$ cat config.mk
export PLATFORM = sky130hd
export DESIGN_NAME = tfst_queue
export DESIGN_NICKNAME = d
export VERILOG_FILES = /design/src/hdl/tcp_flow_statistics_table_unit_defines.svh /design/src/hdl/tfst_queue.sv
export SDC_FILE = /design/constraint.sdc
export NUM_CORES = 1
export LEC_CHECK = 0
export BUFFER_PORTS_ARGS = -buffer_cell sky130_fd_sc_hd__buf_2
export CORE_MARGIN = 1.5
export CORE_UTILIZATION = 52
export CTS_BUF_LIST = sky130_fd_sc_hd__clkbuf_4 sky130_fd_sc_hd__clkbuf_8 sky130_fd_sc_hd__clkbuf_16
export CTS_CLUSTER_DIAMETER = 200
export DETAILED_ROUTE_END_ITERATION = 16
export PLACE_DENSITY = 0.88
export SLEW_MARGIN = 20
export SYNTH_ARGS = -nofsm -noshare
export SYNTH_HDL_FRONTEND = slang
export SYNTH_SLANG_ARGS = --single-unit
$ cat constraint.sdc
create_clock -name clk_i -period 2.26 [get_ports clk_i]
set_input_delay 0.113 -clock clk_i [delete_from_list [all_inputs] [get_ports clk_i]]
set_output_delay 0.113 -clock clk_i [all_outputs]
set_load 0.005 [all_outputs]
$ cat src/hdl/tcp_flow_statistics_table_unit_defines.svh
// Assertion macros used by the back part of the flow statistics table.
`ifndef TCP_FLOW_STATISTICS_TABLE_UNIT_DEFINES_SVH
`define TCP_FLOW_STATISTICS_TABLE_UNIT_DEFINES_SVH

// The consequent must hold in the same cycle as the antecedent.
`define TFST_ASSERT_SAME(lbl, ante, cons, msg) \
  lbl: assert property (@(posedge clk_i) disable iff (!rst_ni) (ante) |-> (cons)) \
    else $error(msg);

// The consequent must hold in the cycle after the antecedent.
`define TFST_ASSERT_NEXT(lbl, ante, cons, msg) \
  lbl: assert property (@(posedge clk_i) disable iff (!rst_ni) (ante) |=> (cons)) \
    else $error(msg);

`endif

$ cat src/hdl/tfst_queue.sv
// Short request queue between the classifying front and the updating back.
module tfst_queue #(
  parameter int unsigned Width = 8,
  parameter int unsigned Depth = 2
) (
  input  logic             clk_i,
  input  logic             rst_ni,
  input  logic             push_i,
  input  logic [Width-1:0] push_data_i,
  output logic             not_full_o,
  input  logic             pop_i,
  output logic [Width-1:0] pop_data_o,
  output logic             not_empty_o
);
  localparam int unsigned PtrW = (Depth > 1) ? $clog2(Depth) : 1;
  localparam int unsigned CntW = $clog2(Depth + 1);

  logic [Width-1:0] mem_q [Depth];
  logic [PtrW-1:0]  wr_q, wr_d, rd_q, rd_d;
  logic [CntW-1:0]  cnt_q, cnt_d;

  assign not_full_o  = (cnt_q != CntW'(Depth));
  assign not_empty_o = (cnt_q != '0);
  assign pop_data_o  = mem_q[rd_q];

  always_comb begin
    wr_d  = wr_q;
    rd_d  = rd_q;
    cnt_d = cnt_q;
    if (push_i) begin
      wr_d = (wr_q == PtrW'(Depth - 1)) ? '0 : wr_q + PtrW'(1);
    end
    if (pop_i) begin
      rd_d = (rd_q == PtrW'(Depth - 1)) ? '0 : rd_q + PtrW'(1);
    end
    if (push_i && !pop_i) begin
      cnt_d = cnt_q + CntW'(1);
    end else if (!push_i && pop_i) begin
      cnt_d = cnt_q - CntW'(1);
    end
  end

  always_ff @(posedge clk_i or negedge rst_ni) begin
    if (!rst_ni) begin
      wr_q  <= '0;
      rd_q  <= '0;
      cnt_q <= '0;
    end else begin
      wr_q  <= wr_d;
      rd_q  <= rd_d;
      cnt_q <= cnt_d;
    end
  end

  always_ff @(posedge clk_i) begin
    if (push_i) begin
      mem_q[wr_q] <= push_data_i;
    end
  end

endmodule

=== After elaboration in Yosys (flattened, before gate mapping) ===
Memories as Yosys holds them, arrays and structs flattened.
Cells that the tools add are included.

* Flip-flop bits (word level): 4
* Memory bits (writable): 16
* Input bits: 12
* Memories kept: 1

{| class="wikitable"
|+ Memories
! name !! depth !! width !! rd ports !! clocked after memory_dff !! wr ports !! RTL line !! RTL
|-
| mem_q || 2 || 8 || 1 || 0 || 1 || tfst_queue.sv:18 || <nowiki>logic [Width-1:0] mem_q [Depth];</nowiki>
|}

* Eq/ne operators: 1
* Add/sub/neg operators: 4
* Muxes and demuxes: 6
* Reduce and logical (&&, ||, !) cells: 6

{| class="wikitable"
|+ Operators with widths
! kind !! number
|-
| 2-to-1 mux 1 bit || 4
|-
| 2-to-1 mux 2 bit || 2
|-
| nonzero test 2 bit || 2
|-
| adder 1 bit (second input constant) || 2
|-
| adder 2 x 1 -> 2 bit (second input constant) || 1
|-
| logical AND 1 bit || 2
|-
| zero test 1 bit || 2
|-
| != test 2 bit (second input constant) || 1
|-
| subtractor 2 x 1 -> 2 bit (second input constant) || 1
|}

=== Depth between registers and ports, before layout ===
* Word-level depth: 4
* Gate-level depth with buffers: 5
* Mapped depth without buffers: 5

=== Worst setup path after synthesis ===
No wires, ideal clock.

* Path type: reg2reg
* Start: register wr_q
* End: memory mem_q[0][0], enable pin
* Cell stages (with the launch flop): 2
* Arrival: 789 ps
* Slack: 1,098 ps
* Period minus slack after synthesis: 1,162 ps
* Library setup time: 373 ps
* Buffers on the path: 0
* Cells stage by stage: dfrtp_1 -> nor2b_1

{| class="wikitable"
|+ RTL lines
! what !! RTL line !! RTL
|-
| start: declaration || tfst_queue.sv:19 || <nowiki>logic [PtrW-1:0] wr_q, wr_d, rd_q, rd_d;</nowiki>
|-
| start signal: assignment || tfst_queue.sv:49 || <nowiki>wr_q <= wr_d;</nowiki>
|-
| end: declaration || tfst_queue.sv:18 ||
|}

Straight into the memory's write port.

=== Worst setup path after layout ===
* Start: register rd_q
* End: output port pop_data_o[2]

* Longest elaborated chain between the ends: 1

{| class="wikitable"
|+ RTL lines
! what !! RTL line !! RTL
|-
| start: declaration || tfst_queue.sv:19 ||
|-
| start signal: assignment || tfst_queue.sv:50 || <nowiki>rd_q <= rd_d;</nowiki>
|-
| memory read (2 x 8 bit) || -- ||
|-
| end: declaration || tfst_queue.sv:12 || <nowiki>output logic [Width-1:0] pop_data_o,</nowiki>
|}

Every way passes these cells.

==> impl_metrics.env <==
export IMPL_ir_drop_v=0.000741
export IMPL_powerDensity_nw_per_um2=1100
export IMPL_numCtsBuffers=3
export IMPL_period_share_pct=67.7
export IMPL_drive_gt1_share_pct=49.3
export IMPL_min_path_type="in -> reg"
export IMPL_worst_pin_slew_ps=644
export IMPL_synth_nets=54
export IMPL_grt_pass1_vias=410
export IMPL_worstSkewPairLatency_ps=280
export IMPL_setup_slack_ps=730
export IMPL_drc=0
export IMPL_max_cap_violations=0
export IMPL_critPathSlowestCell="dfrtp_1"
export IMPL_syn_to_final_growth_pct=20.3
export IMPL_met1_usage_pct=14.2
export IMPL_die_w_um=42.2
export IMPL_row_count=13
export IMPL_synthDistinctLibCells=13
export IMPL_p_leak_nw=0.415
export IMPL_routed_wl_um=1070
export IMPL_die_h_um=42.2
export IMPL_met3_usage_pct=2.59
export IMPL_cts_sinks=20
export IMPL_cp_top_family="flip-flops"
export IMPL_hold_path_depth=1
export IMPL_finalSetupTns_ps=0
export IMPL_fin_util_pct=70.5
export IMPL_syn_area_um2=801
export IMPL_min_delay_start="push_data_i[3]"
export IMPL_crit_path_max_incr_delay_ps=670
export IMPL_clk_transition_reported_paths_ps=100
export IMPL_diodes=0
export IMPL_required_ps=2150
export IMPL_antenna_found_initial=0
export IMPL_root_buffer="clkbuf_4"
export IMPL_nNetsFinal=81
export IMPL_layout_common_cells="buf_2 (21), edfxtp_1 (16), mux2_4 (8)"
export IMPL_port_buffers=21
export IMPL_worstHoldEndpoint="mem_q[1][3]"
export IMPL_cts_setup_buffers=0
export IMPL_cts_tree="yes"
export IMPL_crit_arrival_ps=1420
export IMPL_ys_seq_area_share_pct=72.5
export IMPL_vias_per_cell=4.87
export IMPL_slew_headroom_pct=57.0
export IMPL_worstReg2RegStart="wr_q"
export IMPL_grt_pass1_wl_um=1750
export IMPL_first_pass_iters=2
export IMPL_core_region_area_um2=1370
export IMPL_crit_path_end_kind="output pin"
export IMPL_finalMaxSlewViolations=0
export IMPL_yosys_register_bits=20
export IMPL_r2r_setup_slack_ps=980
export IMPL_timing_rr_end="mem_q[0][0]"
export IMPL_r2r_cells=1
export IMPL_syn_inst=41
export IMPL_busiest_layer="met2"
export IMPL_path_max_fanout=9
export IMPL_overflow=0
export IMPL_design_die_area_um2=1780
export IMPL_antenna_left=0
export IMPL_num_vias=399
export IMPL_clock_path_buffers=2
export IMPL_hold_viol_final=0
export IMPL_io_pins=22
export IMPL_final_common_cell="buf_2"
export IMPL_avgSynthCellArea_um2=19.5
export IMPL_rsz0062_at_grt="false"
export IMPL_setup_violations=0
export IMPL_status="finished clean"
export IMPL_htreeDepth=1
export IMPL_fmaxAchievable_mhz=654
export IMPL_grt_total_usage_pct=13.5
export IMPL_start_util_pct=58.6
export IMPL_synth_warnings=0
export IMPL_crit_type="reg -> out"
export IMPL_wl_per_cell_um=13.1
export IMPL_worstPathCellList="mux2_4 -> buf_2"
export IMPL_path_buf_inv=1
export IMPL_fin_crit_ps=1530
export IMPL_worst_clock_skew_ps=2.49
export IMPL_dp_worst_setup_slack_ps=972
export IMPL_grt_max_degree=12
export IMPL_first_iter_violations=3
export IMPL_place_congestion=0.619
export IMPL_start_kind="register"
export IMPL_use_met2_pct=24.9
-- kinds of logic (layout without fill, tap and decap cells) --
logic type	Yosys count	count (layout)	share of synthesized area, %
flip-flops	20	20	72.5
AND/OR/NAND/NOR	5	5	3.60
XOR/XNOR	5	5	5.47
multiplexers	8	8	15.0
buffers and inverters	2	28	1.87
adder cells (fa/ha/maj)	1	1	1.56
-- worst max path at each step --
stage          from             to  depth (start not counted)
3_3_place_gp   wr_q    mem_q[0][6]                          1
3_5_place_dp   wr_q    mem_q[0][4]                          1
2_1_floorplan  wr_q    mem_q[0][0]                          1
5_1_grt        rd_q  pop_data_o[2]                          2
6_report       rd_q  pop_data_o[2]                          2
4_1_cts        rd_q  pop_data_o[2]                          2
-- routing by layer --
metal / vias up / wire [µm] / share of wire (%)
met4: 0 / 16 / 1.5
met5: - / 0 / 0
met2: 17 / 629 / 59
met1: 180 / 381 / 36
li1: 200 / - / -
met3: 2 / 43 / 4.0
-- cells in the mapped netlist --
cell type   n  area, µm²
ha_1        1       12.5
nor2b_1     1       6.26
nor2_1      1       3.75
inv_1       1       3.75
xnor2_1     1       8.76
dfrtp_1     4        100
and2_1      1       6.26
xor2_1      4       35.0
edfxtp_1   16        480
mux2_4      8        120
nand2b_1    1       6.26
or2_1       1       6.26
buf_6       1       11.3
-- cell type report --
| class | count | area, µm² |
|---|---|---|
| Multi-Input combinational cell | 19 | 205 |
| Sequential cell | 20 | 581 |
| Clock buffer | 4 | 30.0 |
| Inverter | 1 | 3.75 |
| Timing Repair Buffer | 23 | 125 |
| Fill cell | 109 | 403 |
| Tap cell | 15 | 18.8 |
-- sequential cells by signal, indices dropped and copies added, names as in the netlist --
signal / count
mem_q: 16
cnt_q: 2
wr_q: 1
rd_q: 1
-- repair_timing --
action | CTS | global route
endpoints found under the hold margin | 4 | 2
hold buffers | 1 | 1
resized for setup | 0 | 0
-- report_power, final --
part,leakage (nW),switching [W],internal (W)
clock network,0.0184,0.0000908,0.0000804
registers,0.197,0.0000824,0.000501
logic,0.200,0.000103,0.000199
total,0.415,0.000276,0.000781
-- stage by stage --
step | hold WS (ps) | power [W] | area, µm² | cells
floorplan | -183 | 0.000798 | 801 | 41
global placement | -76.4 | 0.000882 | 913 | 76
detailed placement | -75.6 | 0.000897 | 913 | 76
CTS | 5.59 | 0.00107 | 953 | 81
global route | 2.36 | 0.00112 | 963 | 82
finish | 15.8 | 0.00106 | 963 | 82
Note: power is estimated with default switching activity, not from simulation.
